===== src/rtl/core/ors_pkg.sv =====
// ----------------------------------------------------------------------------
// ors_pkg - shared types and constants of the 1-Wire ROM search engine
// Item layouts, command and status codes, CRC and ROM geometry.
// ----------------------------------------------------------------------------
package ors_pkg;

  localparam int unsigned ROM_BITS  = 64;
  localparam int unsigned POS_W     = 6;
  localparam int unsigned DISC_W    = 8;
  localparam int unsigned CRC_W     = 8;
  localparam int unsigned CRC_BYTES = 7;
  localparam int unsigned CRC_BITS  = CRC_BYTES * 8;

  localparam logic [CRC_W-1:0]  CRC_POLY   = 8'h8C;
  localparam logic [DISC_W-1:0] DISC_NONE  = 8'hFF;
  localparam logic [DISC_W-1:0] DISC_FRESH = DISC_W'(ROM_BITS);
  localparam logic [POS_W-1:0]  POS_LAST   = POS_W'(ROM_BITS - 1);

  typedef enum logic [1:0] {
    KIND_START   = 2'd0,
    KIND_BIT     = 2'd1,
    KIND_RESTART = 2'd2
  } kind_t;

  typedef enum logic [2:0] {
    ST_BIT_DONE    = 3'd0,
    ST_STARTED     = 3'd1,
    ST_FINISHED    = 3'd2,
    ST_NO_PRESENCE = 3'd3,
    ST_NO_RESPONSE = 3'd4,
    ST_FOUND       = 3'd5,
    ST_CRC_ERROR   = 3'd6,
    ST_IGNORED     = 3'd7
  } status_t;

  typedef struct packed {
    kind_t kind;
    logic  presence;
    logic  id_bit;
    logic  cmp_bit;
  } cmd_t;

  typedef struct packed {
    logic                write_bit;
    status_t             status;
    logic [POS_W-1:0]    bit_index;
    logic [ROM_BITS-1:0] rom_id;
  } rsp_t;

endpackage


===== src/rtl/core/ors_core.sv =====
// ----------------------------------------------------------------------------
// ors_core - search state and per-item step
// Holds the committed and working search state and works out one result
// per command in a single pass of logic.
// ----------------------------------------------------------------------------
module ors_core (
  input  logic          clk,
  input  logic          rst,
  input  logic          fire,
  input  ors_pkg::cmd_t cmd,
  output ors_pkg::rsp_t rsp
);

  logic [ors_pkg::ROM_BITS-1:0] committed_id, committed_id_next;
  logic [ors_pkg::DISC_W-1:0]   committed_disc, committed_disc_next;
  logic [ors_pkg::ROM_BITS-1:0] working_id, working_id_next;
  logic [ors_pkg::DISC_W-1:0]   working_disc, working_disc_next;
  logic [ors_pkg::CRC_W-1:0]    crc, crc_next;
  logic [ors_pkg::POS_W-1:0]    bit_pos, bit_pos_next;
  logic                         pass_active, pass_active_next;

  logic [ors_pkg::ROM_BITS-1:0] mask, keep;
  logic                         dir, fb;

  always_ff @(posedge clk) begin
    if (rst) begin
      committed_id   <= '0;
      committed_disc <= ors_pkg::DISC_FRESH;
      working_id     <= '0;
      working_disc   <= ors_pkg::DISC_NONE;
      crc            <= '0;
      bit_pos        <= '0;
      pass_active    <= 1'b0;
    end else if (fire) begin
      committed_id   <= committed_id_next;
      committed_disc <= committed_disc_next;
      working_id     <= working_id_next;
      working_disc   <= working_disc_next;
      crc            <= crc_next;
      bit_pos        <= bit_pos_next;
      pass_active    <= pass_active_next;
    end
  end

  always_comb begin
    committed_id_next   = committed_id;
    committed_disc_next = committed_disc;
    working_id_next     = working_id;
    working_disc_next   = working_disc;
    crc_next            = crc;
    bit_pos_next        = bit_pos;
    pass_active_next    = pass_active;
    mask = ors_pkg::ROM_BITS'(1) << bit_pos;
    // bits up to and including the discrepancy position
    keep = ~((~ors_pkg::ROM_BITS'(0) << committed_disc[ors_pkg::POS_W-1:0]) << 1);
    dir  = 1'b0;
    fb   = 1'b0;
    rsp.write_bit = 1'b0;
    rsp.status    = ors_pkg::ST_IGNORED;
    rsp.bit_index = '0;

    case (cmd.kind)
      ors_pkg::KIND_START: begin
        pass_active_next = 1'b0;
        if (committed_disc == ors_pkg::DISC_NONE) begin
          rsp.status = ors_pkg::ST_FINISHED;
        end else begin
          working_id_next = committed_id;
          if (committed_disc < ors_pkg::DISC_FRESH) begin
            working_id_next = (committed_id & keep) |
                              (ors_pkg::ROM_BITS'(1) << committed_disc[ors_pkg::POS_W-1:0]);
          end
          working_disc_next = ors_pkg::DISC_NONE;
          crc_next          = '0;
          bit_pos_next      = '0;
          if (cmd.presence) begin
            pass_active_next = 1'b1;
            rsp.status       = ors_pkg::ST_STARTED;
          end else begin
            rsp.status = ors_pkg::ST_NO_PRESENCE;
          end
        end
      end
      ors_pkg::KIND_BIT: begin
        if (!pass_active) begin
          rsp.status = ors_pkg::ST_IGNORED;
        end else if (cmd.id_bit && cmd.cmp_bit) begin
          pass_active_next = 1'b0;
          bit_pos_next     = '0;
          rsp.status       = ors_pkg::ST_NO_RESPONSE;
          rsp.bit_index    = bit_pos;
        end else begin
          if (!cmd.id_bit && !cmd.cmp_bit) begin
            // conflict: keep a 1 already chosen, else take 0 and mark it
            dir = |(working_id & mask);
            if (!dir) begin
              working_disc_next = ors_pkg::DISC_W'(bit_pos);
            end
          end else begin
            dir = cmd.id_bit;
          end
          working_id_next = dir ? (working_id | mask) : (working_id & ~mask);
          if (bit_pos < ors_pkg::POS_W'(ors_pkg::CRC_BITS)) begin
            fb       = crc[0] ^ dir;
            crc_next = (crc >> 1) ^ (fb ? ors_pkg::CRC_POLY : '0);
          end
          rsp.write_bit = dir;
          rsp.bit_index = bit_pos;
          if (bit_pos == ors_pkg::POS_LAST) begin
            pass_active_next = 1'b0;
            bit_pos_next     = '0;
            if (working_id_next[ors_pkg::ROM_BITS-1 -: ors_pkg::CRC_W] == crc_next) begin
              committed_id_next   = working_id_next;
              committed_disc_next = working_disc_next;
              rsp.status          = ors_pkg::ST_FOUND;
            end else begin
              rsp.status = ors_pkg::ST_CRC_ERROR;
            end
          end else begin
            bit_pos_next = bit_pos + 1'b1;
            rsp.status   = ors_pkg::ST_BIT_DONE;
          end
        end
      end
      ors_pkg::KIND_RESTART: begin
        committed_id_next   = '0;
        committed_disc_next = ors_pkg::DISC_FRESH;
        pass_active_next    = 1'b0;
        bit_pos_next        = '0;
        rsp.status          = ors_pkg::ST_STARTED;
      end
      default: begin
        rsp.status = ors_pkg::ST_IGNORED;
      end
    endcase

    rsp.rom_id = working_id_next;
  end

endmodule


===== src/rtl/core/onewire_rom_search.sv =====
// ----------------------------------------------------------------------------
// onewire_rom_search - 1-Wire ROM search engine
// Walks the ROM identity tree one device per pass, one bit pair per item.
// ----------------------------------------------------------------------------
// Every command item yields exactly one response item. The block takes one
// item per clock cycle for as long as the response side keeps up; a command
// passes through two registers: the command register takes it when it is
// accepted and feeds the step logic, and the response register loads the
// result when the held command moves on. The whole step for an item - the
// mask update of the working ID, one CRC-8 bit step and, at bit 63, the CRC
// compare and commit - sits in one stretch of logic between those two
// registers, and the search state is written in the same cycle that the
// response register loads, so back-to-back bit pairs see each other's effect.
// A start item (with presence) opens a pass; sixty-four bit-pair items follow;
// the last one reports found or CRC error. A restart clears the committed ID.
// ----------------------------------------------------------------------------
module onewire_rom_search (
  input  logic          clk,
  input  logic          rst,
  input  logic          cmd_valid,
  output logic          cmd_stall,
  input  ors_pkg::cmd_t cmd,
  output logic          rsp_valid,
  input  logic          rsp_stall,
  output ors_pkg::rsp_t rsp
);

  // command register
  logic          cmd_held_valid;
  ors_pkg::cmd_t cmd_held;
  // response side
  ors_pkg::rsp_t rsp_step;
  logic          advance;
  logic          fire;

  // move the held command on whenever the response register is free or draining
  assign advance   = !rsp_valid || !rsp_stall;
  assign fire      = cmd_held_valid && advance;
  assign cmd_stall = cmd_held_valid && !advance;

  always_ff @(posedge clk) begin
    if (rst) begin
      cmd_held_valid <= 1'b0;
    end else if (!cmd_stall) begin
      cmd_held_valid <= cmd_valid;
    end
  end

  // payload only: hold while stalled
  always_ff @(posedge clk) begin
    if (!cmd_stall && cmd_valid) begin
      cmd_held <= cmd;
    end
  end

  ors_core u_core (
    .clk  (clk),
    .rst  (rst),
    .fire (fire),
    .cmd  (cmd_held),
    .rsp  (rsp_step)
  );

  always_ff @(posedge clk) begin
    if (rst) begin
      rsp_valid <= 1'b0;
    end else if (advance) begin
      rsp_valid <= cmd_held_valid;
    end
  end

  // load the response as the state steps; drop nothing while stalled
  always_ff @(posedge clk) begin
    if (fire) begin
      rsp <= rsp_step;
    end
  end

endmodule


===== config.mk =====
export PLATFORM = sky130hd
export DESIGN_NAME = onewire_rom_search
export DESIGN_NICKNAME = d
export VERILOG_FILES = /design/src/rtl/core/ors_pkg.sv /design/src/rtl/core/ors_core.sv /design/src/rtl/core/onewire_rom_search.sv
export SDC_FILE = /design/constraint.sdc
export NUM_CORES = 1
export LEC_CHECK = 0
export BUFFER_PORTS_ARGS = -buffer_cell sky130_fd_sc_hd__buf_4
export CAP_MARGIN = 20
export CORE_UTILIZATION = 25
export DETAILED_ROUTE_END_ITERATION = 7
export MAX_ROUTING_LAYER = met4
export PLACE_DENSITY = 0.45
export SYNTH_ARGS = -nofsm -noshare
export SYNTH_HDL_FRONTEND = slang
export SYNTH_SLANG_ARGS = --single-unit

===== constraint.sdc =====
create_clock -name clk -period 4.09 [get_ports clk]
set_input_delay 0.409 -clock clk [delete_from_list [all_inputs] [get_ports clk]]
set_output_delay 0.409 -clock clk [all_outputs]
set_load 0.1 [all_outputs]

==> out/metrics.yaml, run 1 <==
status:
  status: "finished with violations"
  violations: "DRC"
global_routing:
  grt_first_pass_wirelength_um: 89500
  gr-usage-all-layers: 0.230
  grt_pass1_vias: 12400
  grt_max_degree: 82
  grt_overflow_total: 0
  antenna_found_initial: 1
sta:
  fin_crit_ns: 3.83
  max_freq_ghz: 0.261
  tightest_slew_ns: 1.08
  setup_viol: 0
  finalMaxSlewViolations: 0
  finalCritPeriodShare: 0.937
  hold_viol: 0
  clock_skew_ns: 0.0211
  rsz0062_at_grt: "no"
  setup_ws_ns: 0.258
  max-slew-margin-rel: 0.276
yosys:
  synth_edf_count: 79
  yosysSeqAreaShare: 0.417
  synth.distinct_cells: 83
  ys_ff_latch: 240
  avgSynthCellArea_um2: 8.43
  synth_nets: 1612
  ys_warn_count: 0
  postSynth.asyncResetShare: 0
  yosys_most_used_dff: "dfxtp_1"
  synth_area_um2: 13400
  synthCells: 1593
drt:
  routedWlPerCell_um: 26.0
  antenna_left: 0
  routed_wl_um: 61900
  drt_first_pass_iters: 7
  vias: 13100
  drc: 9
  vias_per_cell: 5.52
  drt_iter0_markers: 1253
setup_path:
  cp-end-kind: "flop"
  crit_required_ns: 4.48
  worstPathCellList: "buf_4 > ha_1 > ha_2 > and4bb_1 > a2bb2oi_1 > and4b_1 > nand4_1 > buf_4 > o31ai_4 > buf_4 > o31ai_2 > xor2_1 > buf_4 > nand2_1 > or3b_2 > o311ai_1"
  cp_max_fo: 8
  r2r_slack_ns: 0.26
  crit_top_cell: "buf_4"
  r2r_cells: 16
  worst-path-stages: 16
  crit_end: "rsp[70]$_DFFE_PP_"
  cpPeakStageDelay_ns: 0.50
  r2r_end: "rsp[70]$_DFFE_PP_"
  critPathSlowestCell: "or3b_2"
  critPathTopFamily: "simple AND/OR/NAND/NOR gates"
  critical_path.startpoint: "u_core.bit_pos[1]$_SDFFE_PP0P_"
  r2r_start: "u_core.bit_pos[1]$_SDFFE_PP0P_"
  crit_buf_inv: 4
  worstPathArrival_ns: 4.22
  startpoint_type: "flop"
  path_class: "reg -> reg"
floorplanning:
  chipWidth_um: 234
  initial_utilization: 0.254
  die_area_um2: 54700
  fp-row-count: 84
  top_level_ports: 85
  die_h_um: 234
  core_um2: 52900
placed_design:
  gp_congestion: 0.993
  place_ws_ns: 0.0103
  place_area_um2: 15200
  io_buffers: 84
  placed_cells: 2323
  post-dp-hpwl_um: 44900
clock_tree:
  cts.sinks: 240
  root_buffer: "clkbuf_16"
  h-tree-depth: 1
  clk_path_buf_depth: 3
  clk_latency_ns: 0.59
  clk_pin_slew_ns: 0.06
  cts_buffers: 27
  cts_tree: "built"
final_layout:
  final_nets: 1689
  fin_cells: 2380
  area_delta_synth_final_pct: 20.8
  fin_area_um2: 16200
  layout-drive-gt1-share: 0.180
hold_path:
  worstHoldPathType: "in -> reg"
power:
  p_leak_nw: 5.43
  power_density_nw_per_um2: 359
  vdd_ir_drop_max_mv: 0.247
  total_power_mw: 5.82
job:
  timing.max_cap.violations: 0
==> cell type report <==
| class | count | area [um^2] |
|---|---|---|
| repair buffers | 200 | 1630 |
| well taps | 688 | 861 |
| multi-input cells | 1182 | 7140 |
| diodes | 1 | 2.50 |
| clock inverters | 20 | 214 |
| fillers | 5597 | 36600 |
| flip-flops and latches | 240 | 5600 |
| inverters | 19 | 73.8 |
| clock buffers | 30 | 707 |
==> per-layer routing <==
layer / up-vias / GRT usage / wire [um]
li1: 6064 / - / -
met1: 6478 / 0.304 / 27600
met2: 488 / 0.353 / 28100
met3: 111 / 0.0308 / 3690
met4: 0 / 0.0919 / 2480
met5: - / - / 0
==> registers in the layout (all words and copies together), names as in the netlist <==
signal and cells:
u_core.committed_disc 8, u_core.bit_pos 6, cmd_held 5, rsp 74, cmd_held_valid 1, u_core.pass_active 1, u_core.committed_id 64, rsp_valid 1
u_core.working_disc 8, u_core.working_id 64, u_core.crc 8
==> where the power goes <==
| group | internal, mW | total, mW | switching (mW) |
|---|---|---|---|
| clock | 1.45 | 2.56 | 1.11 |
| combinational | 0.153 | 0.719 | 0.566 |
| sequential | 2.51 | 2.55 | 0.0362 |
| total | 4.11 | 5.82 | 1.71 |
==> worst reg2reg max path, delay by kind of cell (launching register included) <==
kind                       cells  cell delay (ns)
AOI/OAI and AO/OA              4             0.70
DFF                            1             0.36
and+or+nand+nor                5             1.20
xor gates and xnor gates       1             0.22
buffers and inverters          4             0.64
adders and majority gates      2             0.53
==> how the worst min path moves through the flow <==
stage / slack, ns / start / cells after the start / end
finish: 0.05 / cmd_valid / 3 / cmd_held_valid$_SDFFE_PP0N_
floorplan: 0.44 / u_core.committed_id[45]$_SDFFE_PP0P_ / 2 / u_core.committed_id[45]$_SDFFE_PP0P_
detailed placement: 0.46 / u_core.committed_id[63]$_SDFFE_PP0P_ / 2 / u_core.committed_id[63]$_SDFFE_PP0P_
global placement: 0.45 / u_core.committed_id[63]$_SDFFE_PP0P_ / 2 / u_core.committed_id[63]$_SDFFE_PP0P_
global route: 0.06 / cmd_valid / 3 / cmd_held_valid$_SDFFE_PP0N_
CTS: 0.02 / cmd_valid / 3 / cmd_held_valid$_SDFFE_PP0N_
==> logic make-up after synthesis <==
kind of cell,count (synthesis),synth area share
AND/OR/NAND/NOR,594,0.207
AO/OA/AOI/OAI,532,0.279
flip-flops,240,0.417
buffers and inverters,171,0.0540
multiplexers,35,0.0270
XOR/XNOR,11,0.00717
adder cells (fa/ha/maj),10,0.00931
==> cells in the final DEF (no fill, tap or decap), drive strengths merged, types with 39 or more instances in the layout <==
master / count
o31ai: 63
buf: 195
a21oi: 151
dfxtp: 161
nor2: 134
a31o: 48
edfxtp: 79
nor3: 39
a221o: 49
o21ai: 105
nand2: 261
==> what timing repair did <==
item | in CTS | in global routing
hold buffers | 5 | 0
setup endpoints to repair | 7 | 79
gates resized for setup | 1 | 7
hold endpoints to repair | 5 | 0
setup buffers | 0 | 1
pin swaps | 0 | 1
==> synth_stat cells (5+ instances only) <==
| master | instances | area, um^2 |
|---|---|---|
| buf_2 | 19 | 95.1 |
| o31ai_2 | 23 | 288 |
| nand4_1 | 32 | 200 |
| o211ai_1 | 5 | 37.5 |
| a211oi_1 | 8 | 60.1 |
| nand2b_1 | 13 | 81.3 |
| nand2_1 | 261 | 980 |
| a22o_1 | 6 | 52.6 |
| a221o_1 | 49 | 490 |
| mux2i_1 | 29 | 290 |
| clkbuf_1 | 114 | 428 |
| o22ai_1 | 10 | 62.6 |
| o21ai_0 | 100 | 500 |
| and3_1 | 17 | 106 |
| a31oi_1 | 6 | 37.5 |
| and2_1 | 8 | 50.1 |
| or3_1 | 5 | 31.3 |
| a31o_1 | 44 | 385 |
| buf_1 | 7 | 26.3 |
| nand3b_1 | 12 | 90.1 |
| a22oi_1 | 36 | 270 |
| inv_1 | 17 | 63.8 |
| o31ai_1 | 40 | 300 |
| nor2b_1 | 8 | 50.1 |
| dfxtp_1 | 161 | 3220 |
| o21ai_1 | 5 | 25.0 |
| nand3_1 | 28 | 140 |
| nor3b_1 | 6 | 45.0 |
| ha_1 | 10 | 125 |
| a21oi_1 | 151 | 756 |
| nor2_1 | 134 | 503 |
| buf_4 | 8 | 60.1 |
| xnor2_1 | 8 | 70.1 |
| edfxtp_1 | 79 | 2370 |
| nor3_1 | 38 | 190 |
==> per-stage QoR <==
step / TNS (ns) / hold WS [ns] / utilization
after floorplan: 0 / 0.439 / -
after global placement: -0.310 / 0.450 / 0.288
after detailed placement: 0 / 0.456 / 0.288
after CTS: 0 / 0.0228 / 0.306
after global routing: 0 / 0.0648 / 0.307
final: 0 / 0.0494 / 0.307
Power figures use the tool's default switching activity.
==> run 2, diff against run 1 <==
--- a/config.mk
+++ b/config.mk
@@ -13,4 +13,5 @@
 export PLACE_DENSITY = 0.45
 export SYNTH_ARGS = -nofsm -noshare
 export SYNTH_HDL_FRONTEND = slang
+export SYNTH_HIERARCHICAL = 1
 export SYNTH_SLANG_ARGS = --single-unit
==> out/metrics.yaml, run 2 <==
sta:
  tns_ns: 0
  tightest_slew_ns: 1.19
  hold_viol: 0
  finalCritPeriodShare: 0.949
  max-slew-margin-rel: 0.205
  timing.hold.ws_ns: 0.0946
  setup_viol: 0
  fin_crit_ns: 3.88
  rsz0062_at_grt: "no"
  max_freq_ghz: 0.258
  clock_skew_ns: 0.0270
  finalMaxSlewViolations: 0
setup_path:
  critical_path.startpoint: "u_core/bit_pos[0]$_SDFFE_PP0P_"
  startpoint_type: "flop"
  r2r_slack_ns: 0.21
  critPathSlowestCell: "dfxtp_1"
  path_class: "reg -> reg"
  worstPathArrival_ns: 4.19
  cp-end-kind: "flop"
  worstPathCellList: "ha_1 > ha_1 > buf_4 > a32oi_1 > nand4_1 > o41ai_4 > and3_2 > nand2_1 > a211oi_1 > nand4_1 > buf_4 > buf_4 > nor3_1 > buf_4 > o31ai_1"
  r2r_start: "u_core/bit_pos[0]$_SDFFE_PP0P_"
  crit_required_ns: 4.40
  r2r_end: "rsp[71]$_DFFE_PP_"
  critPathTopFamily: "simple AND/OR/NAND/NOR gates"
  cpPeakStageDelay_ns: 0.37
  cp_max_fo: 10
  crit_top_cell: "buf_4"
  r2r_cells: 15
  crit_buf_inv: 4
placed_design:
  gp_congestion: 0.942
  io_buffers: 84
  post-dp-hpwl_um: 41500
floorplanning:
  die_area_um2: 55700
  top_level_ports: 85
  die_h_um: 236
  fp-row-count: 85
  core_um2: 53900
  chipWidth_um: 236
  initial_utilization: 0.254
global_routing:
  grt_first_pass_wirelength_um: 85700
  grt_busiest_layer: "met2"
  antenna_found_initial: 0
  grt_use_met3: 0.0298
  grt_max_degree: 78
  grt_pass1_vias: 12500
  gr-usage-all-layers: 0.211
  grt_use_met1: 0.282
  grtUsageMet2: 0.323
  grt_overflow_total: 0
final_layout:
  fin_util: 0.317
  layout_commonest_cell: "buf_4"
  top_regs: "rsp (74), u_core/committed_id (64), u_core/working_id (64)"
  area_delta_synth_final_pct: 24.7
  layout_common_cells: "buf_4 (237), nand2_1 (228), dfxtp_1 (160)"
  final_nets: 1705
  largest_register_ffs: 74
  largest_register: "rsp"
  num_antenna_cells: 0
  layout-drive-gt1-share: 0.238
clock_tree:
  cts_tree: "built"
  clk_latency_ns: 0.59
  cts.sinks: 240
  h-tree-depth: 1
  root_buffer: "clkbuf_16"
  clk_path_buf_depth: 3
  clk_pin_slew_ns: 0.06
  cts_buffers: 28
yosys:
  yosys_most_used_dff: "dfxtp_1"
  synth_common_cells: "nand2_1 (228), dfxtp_1 (161), nor2_1 (129), clkbuf_1 (106), mux2i_1 (99)"
  synth_area_leaders: "dfxtp_1 (24%), edfxtp_1 (17%), mux2i_1 (7.2%)"
  synth.distinct_cells: 82
  ys_ff_latch: 240
  yosys.cell_count.top_type: "nand2_1"
  postSynth.asyncResetShare: 0
  ys_warn_count: 6
  synth_top_area_frac: 0.235
  synth_nets: 1551
  synth_area_um2: 13700
  avgSynthCellArea_um2: 8.94
  synth_edf_count: 79
  yosysSeqAreaShare: 0.409
  synth_top_area_cell: "dfxtp_1"
  synthCells: 1532
job:
  timing.max_cap.violations: 0
power:
  vdd_ir_drop_max_mv: 0.299
  total_power_mw: 6.12
  power_density_nw_per_um2: 358
  p_leak_nw: 6.54
drt:
  drt_first_pass_iters: 5
  drt_iter0_markers: 1433
  drc: 0
  antenna_left: 0
  vias: 13000
  routed_wl_um: 58400
  vias_per_cell: 5.41
  routedWlPerCell_um: 24.3
hold_path:
  min_from: "cmd_valid"
  min_path_cells: 3
  min_to: "cmd_held_valid$_SDFFE_PP0N_"
  worstHoldPathType: "in -> reg"
status:
  status: "completed"
-- run 2: how the worst max path moves through the flow --
stage / depth (start not counted) / end
after global placement: 15 / u_core/committed_id[44]$_SDFFE_PP0P_
final: 15 / rsp[71]$_DFFE_PP_
after CTS: 15 / u_core/committed_id[5]$_SDFFE_PP0P_
after detailed placement: 15 / u_core/committed_id[46]$_SDFFE_PP0P_
after global routing: 17 / rsp[71]$_DFFE_PP_
after floorplan: 7 / u_core/bit_pos[5]$_SDFFE_PP0P_
-- run 2: tightest hold or removal path: cells and delay by family --
kind,cells,cell delay [ns]
buf+inv,2,0.12
compound gates,1,0.10
-- run 2: cell families (layout without fill, tap and decap cells) --
kind of cell               after synthesis  after routing  synth area share
AOI/OAI and AO/OA                      407            407             0.225
xor gates and xnor gates                16             16            0.0102
adders and majority gates               10             10           0.00914
buffers and inverters                  152            328            0.0544
DFF                                    240            240             0.409
muxes                                  124            124            0.0929
and+or+nand+nor                        583            583             0.200
-- run 2: repair_timing --
action,CTS,global route
hold buffers,5,0
buffers inserted,0,3
gates resized for setup,0,4
hold endpoints to repair,5,0
setup endpoints to repair,0,74
-- run 2: through the flow --
stage	setup WS (ns)	area [um^2]	std cells
finish	0.208	17100	2404
global route	0.00266	17100	2404
CTS	0.0875	17000	2401
detailed placement	0.0685	16000	2344
global placement	0.136	16000	2343
floorplan	0.305	13700	1532
-- run 2: where the power goes --
part / leakage [nW] / internal, mW / total, mW / switching (mW)
clock network: 0.457 / 1.50 / 2.64 / 1.14
logic: 4.03 / 0.268 / 0.874 / 0.605
registers: 2.05 / 2.54 / 2.61 / 0.0685
-- run 2: per-layer routing --
metal  vias up  wire length (um)
li1       5978                 -
met1      6423             26400
met2       513             26300
met3        97              3630
met4         0              2120
met5         -                 0
-- run 2: final cells by class --
type	count	area, um^2
fill	5597	36800
tap	696	871
timing repair buffer	259	2170
sequential	240	5600
inverter	17	63.8
clock buffer	36	782
clock inverter	16	178
multi-input combinational	1140	7420
==> run 3, diff against run 2 <==
==> constraint.sdc (replaced) <==
create_clock -name clk -period 4.48 [get_ports clk]
set_input_delay 0.448 -clock clk [delete_from_list [all_inputs] [get_ports clk]]
set_output_delay 0.448 -clock clk [all_outputs]
set_load 0.1 [all_outputs]
==> out/metrics.yaml, run 3 (synthesis gave the netlist of run 2 again) <==
final_layout:
  fin_area_um2: 16200
  num_antenna_cells: 0
  largest_register: "rsp"
  nFillCells: 5613
  largest_register_ffs: 74
  layout_commonest_cell: "nand2_1"
  fin_util: 0.301
  layout-drive-gt1-share: 0.192
  area_delta_synth_final_pct: 18.7
  top_regs: "rsp (74), u_core/committed_id (64), u_core/working_id (64)"
  final_nets: 1604
  layout_common_cells: "nand2_1 (228), dfxtp_1 (159), buf_4 (145)"
clock_tree:
  cts_tree: "built"
  hold_buffers: 0
  root_buffer: "clkbuf_16"
  h-tree-depth: 1
  cts_buffers: 29
  post_cts_buffers: 0
  clk_latency_ns: 0.58
  clk_path_buf_depth: 3
  clk_pin_slew_ns: 0.06
  cts.sinks: 240
drt:
  vias_per_cell: 5.56
  vias: 12800
  routed_wl_um: 58600
  routedWlPerCell_um: 25.4
  drt_iter0_markers: 1553
  drt_first_pass_iters: 5
  antenna_left: 0
  drc: 0
setup_path:
  path_class: "reg -> reg"
  r2r_slack_ns: 0.16
  startpoint_type: "flop"
  cpPeakStageDelay_ns: 0.38
  worstPathCellList: "ha_1 > ha_1 > buf_4 > nor4b_1 > a32oi_1 > nor4bb_1 > and4_1 > and3_2 > a21oi_4 > buf_4 > o211ai_1 > nand4_1 > nor4_4 > buf_12 > buf_12 > mux2i_1"
  cp_max_fo: 22
  crit_required_ns: 4.98
  cp-end-kind: "flop"
  critPathSlowestCell: "dfxtp_1"
  worstPathArrival_ns: 4.82
sta:
  tightest_slew_ns: 1.18
  rsz0062_at_grt: "no"
  finalCritPeriodShare: 0.964
  timing.hold.ws_ns: 0.0522
  finalMaxSlewViolations: 0
  clock_skew_ns: 0.0112
  max_freq_ghz: 0.231
  hold_viol: 0
  fin_crit_ns: 4.32
  setup_viol: 0
  setup_ws_ns: 0.159
  max-slew-margin-rel: 0.209
floorplanning:
  fp-row-count: 85
  core_um2: 53900
  chipWidth_um: 236
  die_area_um2: 55700
  initial_utilization: 0.254
  die_h_um: 236
  top_level_ports: 85
global_routing:
  grt_overflow_total: 0
  grt_first_pass_wirelength_um: 86600
  grt_pass1_vias: 12300
  antenna_found_initial: 1
  grt_max_degree: 75
  gr-usage-all-layers: 0.213
power:
  vdd_ir_drop_max_mv: 0.323
  p_leak_nw: 6.01
  total_power_mw: 5.63
  power_density_nw_per_um2: 346
placed_design:
  place_ws_ns: -0.122
  io_buffers: 84
  place_area_um2: 15200
  post-dp-hpwl_um: 40900
  gp_congestion: 0.950
job:
  timing.max_cap.violations: 0
status:
  status: "completed"
hold_path:
  worstHoldPathType: "in -> reg"
## run 3: per-stage QoR
step,std cells,TNS [ns]
3_5_place_dp,2249,-4.92
5_1_grt,2302,0
4_1_cts,2301,0
3_3_place_gp,2246,-7.02
2_1_floorplan,1532,0
6_report,2302,0
## run 3: final cells by class
cell class | instances | area [um^2] | share of cell area
inverters | 17 | 63.8 | 0.00393
flip-flops and latches | 240 | 5600 | 0.344
repair buffers | 157 | 1310 | 0.0809
clock inverters | 18 | 239 | 0.0147
clock buffers | 34 | 754 | 0.0464
multi-input cells | 1140 | 7410 | 0.456
well taps | 696 | 871 | 0.0536
## run 3: repair_timing
item	4_1_cts	5_1_grt
gates cloned	0	0
setup endpoints to repair	55	56
resized for setup	1	3
pin swaps	0	0
## run 3: power by group
part | internal (mW) | leakage (nW) | switching, mW
registers | 2.32 | 2.05 | 0.0655
clock network | 1.49 | 0.475 | 1.02
logic | 0.192 | 3.49 | 0.536
total | 4.00 | 6.01 | 1.63
## run 3: critical path, delay by kind of cell, from the launching register on
kind / cells / cell delay, ns
AOI/OAI and AO/OA: 3 / 0.52
muxes: 1 / 0.21
adders and majority gates: 2 / 0.50
DFF: 1 / 0.38
and+or+nand+nor: 6 / 1.62
buffers and inverters: 4 / 0.93
## run 3: path summary, 6_finish.rpt
kind                            cells after the start                                    to                           startpoint
worst min register to register                      2   u_core/working_disc[6]$_SDFFE_PP1P_  u_core/working_disc[6]$_SDFFE_PP1P_
worst max-delay path                               16  u_core/committed_id[16]$_SDFFE_PP0P_       u_core/bit_pos[0]$_SDFFE_PP0P_
worst max register to register                     16  u_core/committed_id[16]$_SDFFE_PP0P_       u_core/bit_pos[0]$_SDFFE_PP0P_
worst min-delay path                                1                 cmd_held[1]$_DFFE_PP_                               cmd[1]
## run 3: layer usage
metal	routed length [um]	track usage	vias to the layer above
li1	-	-	5768
met1	26600	0.290	6387
met2	26100	0.322	530
met3	3540	0.0233	113
met4	2360	0.0842	0
met5	0	-	-
